--- src/rtl/b64enc_pkg.sv ---
`timescale 1ns / 1ps
// Shared types, constants and the alphabet lookup for the base64 stream encoder.
package b64enc_pkg;

   localparam int CharWidth  = 7;
   localparam int ByteWidth  = 8;
   localparam int MaxChars   = 4;
   localparam int IdxWidth   = $clog2(MaxChars);
   localparam int QueueDepth = 2;
   localparam int QptrWidth  = $clog2(QueueDepth);
   localparam int QcntWidth  = $clog2(QueueDepth + 1);

   localparam logic [CharWidth-1:0] PAD_CHAR = 7'h3D;

   // Position inside the current three-byte group.
   typedef enum logic [2:0] {
      PH_0 = 3'b001,
      PH_1 = 3'b010,
      PH_2 = 3'b100
   } phase_type;

   // One classified byte: the characters it yields, the index of its last
   // character, and whether that last character ends the message.
   typedef struct packed {
      logic [MaxChars-1:0][CharWidth-1:0] chars;
      logic [IdxWidth-1:0]                last_idx;
      logic                               eom;
   } entry_type;

   function automatic logic [CharWidth-1:0] alphabet(input logic [5:0] v);
      logic [CharWidth-1:0] code;
      code = 7'h2F;
      if (v < 6'd26) begin
         code = 7'h41 + {1'b0, v};
      end else if (v < 6'd52) begin
         code = 7'h61 + {1'b0, v} - 7'd26;
      end else if (v < 6'd62) begin
         code = 7'h30 + {1'b0, v} - 7'd52;
      end else if (v == 6'd62) begin
         code = 7'h2B;
      end
      return code;
   endfunction

endpackage

--- src/rtl/b64enc_front.sv ---
`timescale 1ns / 1ps
// Front end: takes one byte per transfer and turns it into the characters it completes.
module b64enc_front (
   input  logic                          clock,
   input  logic                          reset,
   input  logic                          req_valid,
   input  logic [b64enc_pkg::ByteWidth-1:0] req_data_byte,
   input  logic                          req_end_of_message,
   input  logic                          queue_full,
   output logic                          push,
   output b64enc_pkg::entry_type         push_entry
);
   import b64enc_pkg::*;

   phase_type  phase_ff, phase_in;
   logic [3:0] left_ff, left_in;
   logic [7:0] b;

   assign b    = req_data_byte;
   assign push = req_valid && !queue_full;

   always_comb begin
      phase_in   = phase_ff;
      left_in    = left_ff;
      push_entry = '0;
      push_entry.eom = req_end_of_message;
      unique case (phase_ff)
         PH_1: begin
            push_entry.chars[0] = alphabet({left_ff[1:0], b[7:4]});
            if (req_end_of_message) begin
               push_entry.chars[1] = alphabet({b[3:0], 2'b00});
               push_entry.chars[2] = PAD_CHAR;
               push_entry.last_idx = IdxWidth'(2);
               phase_in = PH_0;
               left_in  = '0;
            end else begin
               push_entry.last_idx = '0;
               phase_in = PH_2;
               left_in  = b[3:0];
            end
         end
         PH_2: begin
            push_entry.chars[0] = alphabet({left_ff, b[7:6]});
            push_entry.chars[1] = alphabet(b[5:0]);
            push_entry.last_idx = IdxWidth'(1);
            phase_in = PH_0;
            left_in  = '0;
         end
         default: begin
            push_entry.chars[0] = alphabet(b[7:2]);
            if (req_end_of_message) begin
               push_entry.chars[1] = alphabet({b[1:0], 4'b0000});
               push_entry.chars[2] = PAD_CHAR;
               push_entry.chars[3] = PAD_CHAR;
               push_entry.last_idx = IdxWidth'(3);
               phase_in = PH_0;
               left_in  = '0;
            end else begin
               push_entry.last_idx = '0;
               phase_in = PH_1;
               left_in  = {2'b00, b[1:0]};
            end
         end
      endcase
   end

   always_ff @(posedge clock) begin
      if (reset) begin
         phase_ff <= PH_0;
         left_ff  <= '0;
      end else if (push) begin
         phase_ff <= phase_in;
         left_ff  <= left_in;
      end
   end

endmodule

--- src/rtl/b64enc_queue.sv ---
`timescale 1ns / 1ps
// Short queue of classified bytes between the front end and the character sequencer.
module b64enc_queue (
   input  logic                  clock,
   input  logic                  reset,
   input  logic                  push,
   input  b64enc_pkg::entry_type push_entry,
   input  logic                  pop,
   output b64enc_pkg::entry_type head_entry,
   output logic                  full,
   output logic                  empty
);
   import b64enc_pkg::*;

   entry_type              slots_ff [QueueDepth];
   logic [QptrWidth-1:0]   wr_ptr_ff, rd_ptr_ff;
   logic [QcntWidth-1:0]   count_ff, count_in;
   logic                   do_push, do_pop;

   assign full       = (count_ff == QcntWidth'(QueueDepth));
   assign empty      = (count_ff == '0);
   assign do_push    = push && !full;
   assign do_pop     = pop && !empty;
   assign head_entry = slots_ff[rd_ptr_ff];

   always_comb begin
      count_in = count_ff;
      if (do_push && !do_pop) begin
         count_in = count_ff + QcntWidth'(1);
      end else if (do_pop && !do_push) begin
         count_in = count_ff - QcntWidth'(1);
      end
   end

   always_ff @(posedge clock) begin
      if (do_push) begin
         slots_ff[wr_ptr_ff] <= push_entry;
      end
   end

   always_ff @(posedge clock) begin
      if (reset) begin
         wr_ptr_ff <= '0;
         rd_ptr_ff <= '0;
         count_ff  <= '0;
      end else begin
         count_ff <= count_in;
         if (do_push) begin
            wr_ptr_ff <= (wr_ptr_ff == QptrWidth'(QueueDepth - 1)) ? '0
                                                                   : wr_ptr_ff + QptrWidth'(1);
         end
         if (do_pop) begin
            rd_ptr_ff <= (rd_ptr_ff == QptrWidth'(QueueDepth - 1)) ? '0
                                                                   : rd_ptr_ff + QptrWidth'(1);
         end
      end
   end

endmodule

--- src/rtl/b64enc_back.sv ---
`timescale 1ns / 1ps
// Back end: sends the queued characters out one per transfer through an output register.
module b64enc_back (
   input  logic                              clock,
   input  logic                              reset,
   input  b64enc_pkg::entry_type             head_entry,
   input  logic                              empty,
   output logic                              pop,
   output logic                              rsp_valid,
   input  logic                              rsp_stall,
   output logic [b64enc_pkg::CharWidth-1:0]  rsp_ascii_char,
   output logic                              rsp_final_char
);
   import b64enc_pkg::*;

   logic [IdxWidth-1:0]  idx_ff;
   logic                 valid_ff;
   logic [CharWidth-1:0] char_ff;
   logic                 final_ff;
   logic                 advance, load, at_last;

   assign advance = !valid_ff || !rsp_stall;
   assign load    = advance && !empty;
   assign at_last = (idx_ff == head_entry.last_idx);
   assign pop     = load && at_last;

   assign rsp_valid      = valid_ff;
   assign rsp_ascii_char = char_ff;
   assign rsp_final_char = final_ff;

   always_ff @(posedge clock) begin
      if (load) begin
         char_ff  <= head_entry.chars[idx_ff];
         final_ff <= head_entry.eom && at_last;
      end
   end

   always_ff @(posedge clock) begin
      if (reset) begin
         valid_ff <= 1'b0;
         idx_ff   <= '0;
      end else begin
         if (advance) begin
            valid_ff <= load;
         end
         if (load) begin
            idx_ff <= at_last ? '0 : idx_ff + IdxWidth'(1);
         end
      end
   end

endmodule

--- src/rtl/base64_stream_encoder_core.sv ---
`timescale 1ns / 1ps
// Top level of the base64 stream encoder: front end, queue and character sequencer.
//
//   channel | direction | ports
//   --------+-----------+----------------------------------------------------
//   req     | in        | req_valid, req_stall, req_data_byte, req_end_of_message
//   rsp     | out       | rsp_valid, rsp_stall, rsp_ascii_char, rsp_final_char
//
// A byte is classified in the cycle of its transfer and queued; the sequencer sends one
// character per cycle while rsp_stall is low, and a byte yields one or two characters in a
// group, up to four on the last byte. The single output port limits the byte rate.
// Reset clears the group position, the queue and the output valid flag.
// A stalled output only backs up the two-entry queue; req_stall rises once it is full.
module base64_stream_encoder_core (
   input  logic                              clock,
   input  logic                              reset,
   input  logic                              req_valid,
   output logic                              req_stall,
   input  logic [b64enc_pkg::ByteWidth-1:0]  req_data_byte,
   input  logic                              req_end_of_message,
   output logic                              rsp_valid,
   input  logic                              rsp_stall,
   output logic [b64enc_pkg::CharWidth-1:0]  rsp_ascii_char,
   output logic                              rsp_final_char
);
   import b64enc_pkg::*;

   entry_type push_entry, head_entry;
   logic      push, pop, full, empty;

   assign req_stall = full;

   b64enc_front u_front (
      .clock              (clock),
      .reset              (reset),
      .req_valid          (req_valid),
      .req_data_byte      (req_data_byte),
      .req_end_of_message (req_end_of_message),
      .queue_full         (full),
      .push               (push),
      .push_entry         (push_entry)
   );

   b64enc_queue u_queue (
      .clock      (clock),
      .reset      (reset),
      .push       (push),
      .push_entry (push_entry),
      .pop        (pop),
      .head_entry (head_entry),
      .full       (full),
      .empty      (empty)
   );

   b64enc_back u_back (
      .clock          (clock),
      .reset          (reset),
      .head_entry     (head_entry),
      .empty          (empty),
      .pop            (pop),
      .rsp_valid      (rsp_valid),
      .rsp_stall      (rsp_stall),
      .rsp_ascii_char (rsp_ascii_char),
      .rsp_final_char (rsp_final_char)
   );

endmodule
--- config.mk ---
export PLATFORM = sky130hd
export DESIGN_NAME = base64_stream_encoder_core
export DESIGN_NICKNAME = d
export VERILOG_FILES = /design/src/rtl/b64enc_pkg.sv /design/src/rtl/b64enc_front.sv /design/src/rtl/b64enc_queue.sv /design/src/rtl/b64enc_back.sv /design/src/rtl/base64_stream_encoder_core.sv
export SDC_FILE = /design/constraint.sdc
export NUM_CORES = 1
export LEC_CHECK = 0
export BUFFER_PORTS_ARGS = -buffer_cell sky130_fd_sc_hd__clkbuf_2
export CAP_MARGIN = 20
export CORE_MARGIN = 3
export CORE_UTILIZATION = 55
export CTS_BUF_LIST = sky130_fd_sc_hd__clkbuf_8 sky130_fd_sc_hd__clkbuf_16
export CTS_CLUSTER_SIZE = 24
export DETAILED_ROUTE_END_ITERATION = 7
export HOLD_SLACK_MARGIN = 0.15
export PLACE_DENSITY = 0.72
export SETUP_SLACK_MARGIN = 0.3
export SYNTH_ARGS = -nofsm -noshare
export SYNTH_HDL_FRONTEND = slang
export SYNTH_SLANG_ARGS = --single-unit
export TNS_END_PERCENT = 1
--- constraint.sdc ---
create_clock -name clock -period 2.43 [get_ports clock]
set_input_delay 0 -clock clock [delete_from_list [all_inputs] [get_ports clock]]
set_output_delay 0 -clock clock [all_outputs]
set_load 0.02 [all_outputs]
==> flow_summary.ini, run 1 <==
[synth]
syn_avg_cell_area_um2 = 9.25
synth-edff-count = 44
synthDistinctLibCells = 61
yosys_register_bits = 59
yosysTopAreaCellShare_pct = 32.0
syn-num-nets = 481
ys.flop_type = edfxtp_1
yosysWarnings = 0
ys_seq_area_share_pct = 39.3
syn_area_um2 = 4130
async_flop_share_pct = 0
yosys.area.top_type = edfxtp_1
synth_area_leaders = edfxtp_1, dfxtp_1, ha_1
syn_inst = 446

[global_route]
grt_pass1_wl_um = 17100
grt_overflow = 0
gr-usage-all-layers_pct = 25.4
antenna_found_initial = 0
grt_start_max_net_pins = 19
grt_pass1_vias = 3448

[clocking]
cts_tree = built
ctsRootBufferMaster = clkbuf_8
numCtsBuffers = 9
htreeDepth = 3
clock_path_buffers = 2
cts.reportedPaths.clkPinSlew_ns = 0.07
clock-sinks = 59
clk_latency_ns = 0.33

[sta]
report.final.slew_viol_count = 0
tightest_slew_ns = 0.728
skew_ns = 0.0131
relSlewSlack_pct = 51.3
setup_ws_ns = 0.313
fin_tns_setup_ns = 0
min_period_ns = 2.12
finalHoldViolations = 0
min_period_over_period_pct = 87.1
setup_viol = 0
rsz0062_at_grt = yes
max_freq_mhz = 472

[critical_path]
crit_type = reg -> reg
path_max_fanout = 10
reg2reg_depth = 8
cp_data_required_time_ns = 2.45
cp-start-kind = flop
cp.arrival_ns = 2.14
crit_chain = inv_1 -> ha_2 -> and3b_2 -> buf_4 -> a211oi_1 -> o21ai_0 -> o211ai_1 -> nand4_1
cpPeakStageDelay_ns = 0.38
cp_slowest_cell = dfxtp_4
cp-end-kind = flop

[pwr]
p_leak_uw = 0.00186
powerDensity_nw_per_um2 = 730
irDropWorstVdd_mv = 0.247

[die]
core_area_um2 = 7020
fp.dieW_um = 92.6
die_h_um = 92.6
die_area_um2 = 8580
io_pins = 23
start_util_pct = 58.8
rows = 30

[place]
finalWeightedCongestion = 0.933
hpwl_um = 7960
pre_cts_slack_ns = 0.0913
port_buffers = 22
dpl_cell_area_um2 = 4460

[cells_and_area]
utilization_pct = 67.8
nets = 525
fillers = 570
final_cell_area_um2 = 4760
layout_commonest_cell = edfxtp_1
final_cell_mix = edfxtp_1, nand2_1, a21oi_1, buf_4, nor2_1
area_growth_pct = 15.3
drive_above_1_share_pct = 18.8
diodes = 0

[routing]
dr.pass1.iters = 5
wl_um = 10600
via_count = 3701
wl_per_cell_um = 17.9
routed_via_density = 6.26
drt.antenna.violating_nets = 0
post-route-drc-count = 0
drtIter0Drc = 389

[run_status]
status = finished clean

[min_path]
hold_class = in -> reg
hold_depth = 4

[flow_run]
drv_cap = 0
-- routing by layer --
| metal | share of wire (%) | up-vias | GRT usage, % |
|---|---|---|---|
| met5 | 0 | - | 0 |
| met4 | 2.6 | 0 | 8.67 |
| met3 | 7.0 | 22 | 4.47 |
| met2 | 48 | 185 | 42.0 |
| met1 | 42 | 1740 | 33.8 |
| li1 | - | 1754 | - |
-- worst paths after layout --
check                      endpoint  slack [ns]                from
max          u_queue.slots_ff[0][5]        0.31  u_front.left_ff[0]
min              u_front.left_ff[2]        0.21    req_data_byte[2]
max reg2reg  u_queue.slots_ff[0][5]        0.31  u_front.left_ff[0]
min reg2reg                    flop        0.52   u_queue.rd_ptr_ff
-- final cells by class --
class                   count  area (um2)  share of cell area (%)
flip-flops and latches     59        1630                    34.3
repair buffers             61         420                    8.84
multi-input cells         335        2300                    48.3
clock inverters             5        23.8                   0.500
well taps                  96         120                    2.52
clock buffers              11         174                    3.66
inverters                  24        90.1                    1.89
-- stage by stage --
| stage | cells | hold slack [ns] | total power (uW) |
|---|---|---|---|
| after floorplan | 446 | 0.0691 | 2270 |
| after global placement | 567 | 0.242 | 2580 |
| after detailed placement | 567 | 0.262 | 2610 |
| after CTS | 590 | 0.185 | 3470 |
| after global routing | 591 | 0.220 | 3670 |
| final | 591 | 0.210 | 3470 |
-- registers in the layout (all words and copies together), names as in the netlist, named ones only --
signal and count:
u_front.phase_ff 3, u_queue.count_ff 2, u_back.idx_ff 2, u_queue.slots_ff 36, u_queue.rd_ptr_ff 1, u_queue.wr_ptr_ff 1, u_back.rsp_ascii_char 7, u_front.left_ff 4
u_back.rsp_valid 1, u_back.rsp_final_char 1
-- Yosys cell counts, types with 3 or more instances --
library cell and number:
xor2_1 6, o221ai_1 4, a31oi_1 4, or3_1 6, nor2b_1 8, ha_1 22
nor3_1 14, edfxtp_1 44, inv_1 23, and3_1 6, nand3_1 15, nand4_1 7
a21oi_1 32, xnor2_1 15, a21o_1 3, clkbuf_1 17, buf_2 9, o31ai_1 3
o21ai_0 29, nand2_1 41, a22oi_1 3, a311oi_1 4, and2_1 5, a211o_1 3
nor2_1 31, mux4_2 7, a211oi_1 9, mux2i_1 6, nor4_1 3, nand2b_1 10
dfxtp_1 15, o211ai_1 8
-- power breakdown --
part,switching (uW),total [uW],internal [uW]
Sequential,119,1500,1380
Combinational,662,1120,462
Clock,364,848,483
Total,1150,3470,2330
-- critical path, delay by kind of cell, from the launching register on --
kind / cells / cell delay, ns
buffers and inverters: 2 / 0.29
AND/OR/NAND/NOR: 2 / 0.44
adder cells (fa/ha/maj): 1 / 0.23
flip-flops: 1 / 0.38
AO/OA/AOI/OAI: 3 / 0.46
-- cells by family after synthesis --
kind of cell | share of synthesized area [%]
and+or+nand+nor | 18.5
adders and majority gates | 6.67
DFF | 39.3
xor gates and xnor gates | 4.46
muxes | 6.09
buffers and inverters | 5.37
AOI/OAI and AO/OA | 19.6
-- repair_timing --
item | in CTS | in global routing
hold endpoints to repair | 17 | 0
pin swaps | 1 | 2
buffers inserted | 0 | 1
setup endpoints to repair | 9 | 15
gates resized for setup | 4 | 7
hold buffers | 7 | 0
Power figures use the tool's default switching activity.
==> inputs of run 2 (changes only) <==
Settings changed: REMOVE_ABC_BUFFERS from default to 1.
==> run 2 against run 1 <==
  * Via count down 1.9%
  * Clock skew down 0.0083 ns
  * Design area down 0.68%
  * Critical path type unchanged
  * Critical endpoint is now u_queue.slots_ff[1][6]
  * Largest cell class unchanged
  * Largest power group unchanged
==> flow_summary.ini, run 2 (synthesized netlist as in run 1, its figures left out) <==
[sta]
setup_viol = 0
rsz0062_at_grt = yes
finalHoldViolations = 0
report.final.slew_viol_count = 0
skew_ns = 0.00476
setup_ws_ns = 0.343
fin_tns_setup_ns = 0
hold_slack_ns = 0.261
min_period_over_period_pct = 85.9
max_freq_mhz = 479
relSlewSlack_pct = 64.7
tightest_slew_ns = 0.523
min_period_ns = 2.09

[place]
hpwl_um = 8030
port_buffers = 22
finalWeightedCongestion = 0.965
pre_cts_slack_ns = 0.192
dpl_cell_area_um2 = 4440

[clocking]
htreeDepth = 3
clk_latency_ns = 0.32
cts_tree = built
clock-sinks = 59
cts.reportedPaths.clkPinSlew_ns = 0.06
ctsRootBufferMaster = clkbuf_8
clock_path_buffers = 2
numCtsBuffers = 9

[routing]
post-route-drc-count = 0
wl_per_cell_um = 18.2
wl_um = 10700
routed_via_density = 6.17
dr.pass1.iters = 5
drtIter0Drc = 280
via_count = 3632
drt.antenna.violating_nets = 0

[global_route]
grt_pass1_vias = 3384
gr-usage-all-layers_pct = 26.0
antenna_found_initial = 0
grt_overflow = 0
grt_start_max_net_pins = 19
grt_pass1_wl_um = 17600

[cells_and_area]
final_cell_mix = edfxtp_1, nand2_1, a21oi_1, nor2_1, buf_4
drive_above_1_share_pct = 18.7
utilization_pct = 67.3
largest_register = u_queue.slots_ff
final_cell_area_um2 = 4730
nets = 523
fillers = 566
area_growth_pct = 14.5
layout_commonest_cell = edfxtp_1
largest_reg_flops = 36
diodes = 0

[die]
rows = 30
start_util_pct = 58.8
die_area_um2 = 8580
fp.dieW_um = 92.6
die_h_um = 92.6
io_pins = 23
core_area_um2 = 7020

[critical_path]
cp-end-kind = flop
reg2reg_from = u_front.left_ff[0]
cp.arrival_ns = 2.14
crit_type = reg -> reg
cp-start-kind = flop
path_max_fanout = 6
cp_data_required_time_ns = 2.49
cp-startpoint = u_front.left_ff[0]

[min_path]
min_from = req_data_byte[3]
hold_class = in -> reg

[run_status]
status = finished clean

[flow_run]
drv_cap = 0

[pwr]
irDropWorstVdd_mv = 0.257
p_leak_uw = 0.00184
powerDensity_nw_per_um2 = 728
## run 2: metrics by stage
stage          instances  total power [uW]
3_3_place_gp         564              2580
6_report             589              3440
2_1_floorplan        418              2220
5_1_grt              589              3640
3_5_place_dp         564              2600
4_1_cts              587              3440
## run 2: area by class of cell
cell class	instances	area, um2	share of cell area, %
clock buffers	9	124	2.62
clock inverters	7	60.1	1.27
inverters	24	90.1	1.91
multi-input cells	335	2300	48.7
flip-flops and latches	59	1630	34.4
well taps	96	120	2.54
repair buffers	59	405	8.58
## run 2: report_power, final
part / switching [uW] / total (uW) / internal, uW
sequential: 110 / 1490 / 1380
clock: 368 / 828 / 460
combinational: 661 / 1120 / 460
## run 2: critical path, stage by stage (launching register included)
cell and delay, ns:
dfxtp_2 0.36, buf_4 0.16, or3_1 0.49, xnor2_1 0.17, a21oi_1 0.19, a21oi_1 0.13, a311o_1 0.33
## run 2: repair_timing
item / in CTS / in global routing
setup buffers: 0 / 2
hold buffers: 7 / 0
gates resized for setup: 3 / 7
setup endpoints to repair: 6 / 13
pin swaps: 0 / 3
hold endpoints to repair: 17 / 0
## run 2: worst paths after layout
path,to,slack [ns],cells past startpoint
worst min register to register,flop,0.52,2
worst min-delay path,u_front.left_ff[3],0.26,4
worst max-delay path,u_queue.slots_ff[1][6],0.34,6
worst max register to register,u_queue.slots_ff[1][6],0.34,6
## run 2: routing by layer
metal	wire length [um]	track usage [%]
met5	0	0
met4	159	7.81
met3	689	4.14
met2	5130	42.6
met1	4710	35.5
==> inputs of run 3 (changes only) <==
Settings changed: CORE_UTILIZATION 55 to 60, PLACE_DENSITY 0.72 to 0.78.
==> run 3 against run 2 <==
  * Design area is 0.82% lower
  * Fmax fell by 0.86%
  * Register-to-register slack got worse by 0.02 ns
  * Global-route usage grew 3.2 points
  * Sequential power hardly changed
  * Cell count shrank 3.7%
  * Sequential share of layout area rose by 0.28 points
  * Hold slack lost 0.064 ns
  * Clock power hardly changed
  * First-iteration DRC count up 40%
  * Critical endpoint unchanged
==> flow_summary.ini, run 3 (synthesized netlist as in run 1, its figures left out) <==
[critical_path]
cp.arrival_ns = 2.16
cp-start-kind = flop
cp_data_required_time_ns = 2.48
crit_chain = ha_2 -> nor2b_1 -> or3_1 -> a21oi_1 -> nor4_1 -> a311o_1
cp_slowest_cell = or3_1
crit_type = reg -> reg
cpPeakStageDelay_ns = 0.44
reg2reg_from = u_front.left_ff[0]
cp-startpoint = u_front.left_ff[0]
cp-end-kind = flop
path_max_fanout = 7

[clocking]
clock_path_buffers = 2
clock-sinks = 59
numCtsBuffers = 9
htreeDepth = 3
cts.reportedPaths.clkPinSlew_ns = 0.07
clk_latency_ns = 0.33
ctsRootBufferMaster = clkbuf_8
cts_tree = built

[cells_and_area]
final_cell_mix = edfxtp_1, nand2_1, a21oi_1, o21ai_0, nor2_1
final_cell_area_um2 = 4690
area_growth_pct = 13.6
drive_above_1_share_pct = 18.6
layout_commonest_cell = edfxtp_1
largest_register = u_queue.slots_ff
nets = 520
diodes = 0
multiInputGateArea_um2 = 2310
regArea_um2 = 1630
largest_reg_flops = 36
fillers = 492

[die]
die_h_um = 88.9
start_util_pct = 63.5
io_pins = 23
rows = 29
fp.dieW_um = 88.9
core_area_um2 = 6490
die_area_um2 = 7910

[place]
hpwl_um = 8210
pre_cts_slack_ns = 0.210
port_buffers = 22
finalWeightedCongestion = 0.990
dpl_cell_area_um2 = 4400

[global_route]
grt_pass1_wl_um = 17600
antenna_found_initial = 0
globalRouteMet2Util_pct = 50.7
grt_overflow = 0
gr-usage-all-layers_pct = 29.1
busiest_layer = met2
grt_start_max_net_pins = 19
met3_usage_pct = 4.70
met1_usage_pct = 36.8
grt_pass1_vias = 3598

[sta]
finalHoldViolations = 0
min_period_over_period_pct = 86.6
setup_viol = 0
rsz0062_at_grt = yes
min_period_ns = 2.11
max_freq_mhz = 475
relSlewSlack_pct = 56.5
skew_ns = 0.0101
setup_ws_ns = 0.324
fin_tns_setup_ns = 0
report.final.slew_viol_count = 0
tightest_slew_ns = 0.646

[pwr]
irDropWorstVdd_mv = 0.333
powerDensity_nw_per_um2 = 739
power_uw = 3470
p_leak_uw = 0.00183

[routing]
drtIter0Drc = 392
wl_per_cell_um = 19.3
wl_um = 10900
drt.antenna.violating_nets = 0
routed_via_density = 6.55
via_count = 3715
post-route-drc-count = 0
dr.pass1.iters = 5

[run_status]
status = finished clean

[min_path]
min_from = req_valid
hold_class = in -> reg

[flow_run]
drv_cap = 0
run 3: path summary, 6_finish.rpt:
path	cells past startpoint	slack (ns)	endpoint
setup / recovery	6	0.32	u_queue.slots_ff[1][6]
setup reg to reg	6	0.32	u_queue.slots_ff[1][6]
hold reg to reg	2	0.52	u_front.left_ff[0]
hold / removal	4	0.20	u_front.left_ff[0]
run 3: where the power goes:
group	switching (uW)	internal, uW	total (uW)
combinational	679	457	1140
sequential	117	1380	1500
clock	371	460	831
run 3: critical path, delay by kind of cell (launching register included):
kind,cells,cell delay [ns]
AOI/OAI and AO/OA,2,0.54
and+or+nand+nor,3,0.69
adders and majority gates,1,0.24
DFF,1,0.36
run 3: final cells by class:
cell class              instances  share of cell area (%)
inverters                      24                    1.92
repair buffers                 56                    8.12
clock inverters                 7                    1.28
well taps                      77                    2.06
flip-flops and latches         59                    34.7
clock buffers                   9                    2.64
multi-input cells             335                    49.3
run 3: metal layers:
metal / wire length (um) / up-vias
met3: 770 / 25
met1: 4500 / 1756
li1: - / 1734
met2: 5400 / 200
met5: 0 / -
met4: 270 / 0
run 3: stage by stage:
stage | util [%] | std cells | hold WS (ns)
after floorplan | - | 418 | 0.0691
after global placement | 67.8 | 544 | 0.240
after detailed placement | 67.8 | 544 | 0.261
after CTS | 71.6 | 566 | 0.187
after global routing | 72.2 | 567 | 0.237
final | 72.2 | 567 | 0.198
run 3: timing repair:
item,in CTS,in global routing
pin swaps,0,1
hold buffers,6,0
hold endpoints to repair,17,0
resized for setup,2,9
setup endpoints to repair,4,13
buffers inserted,0,1
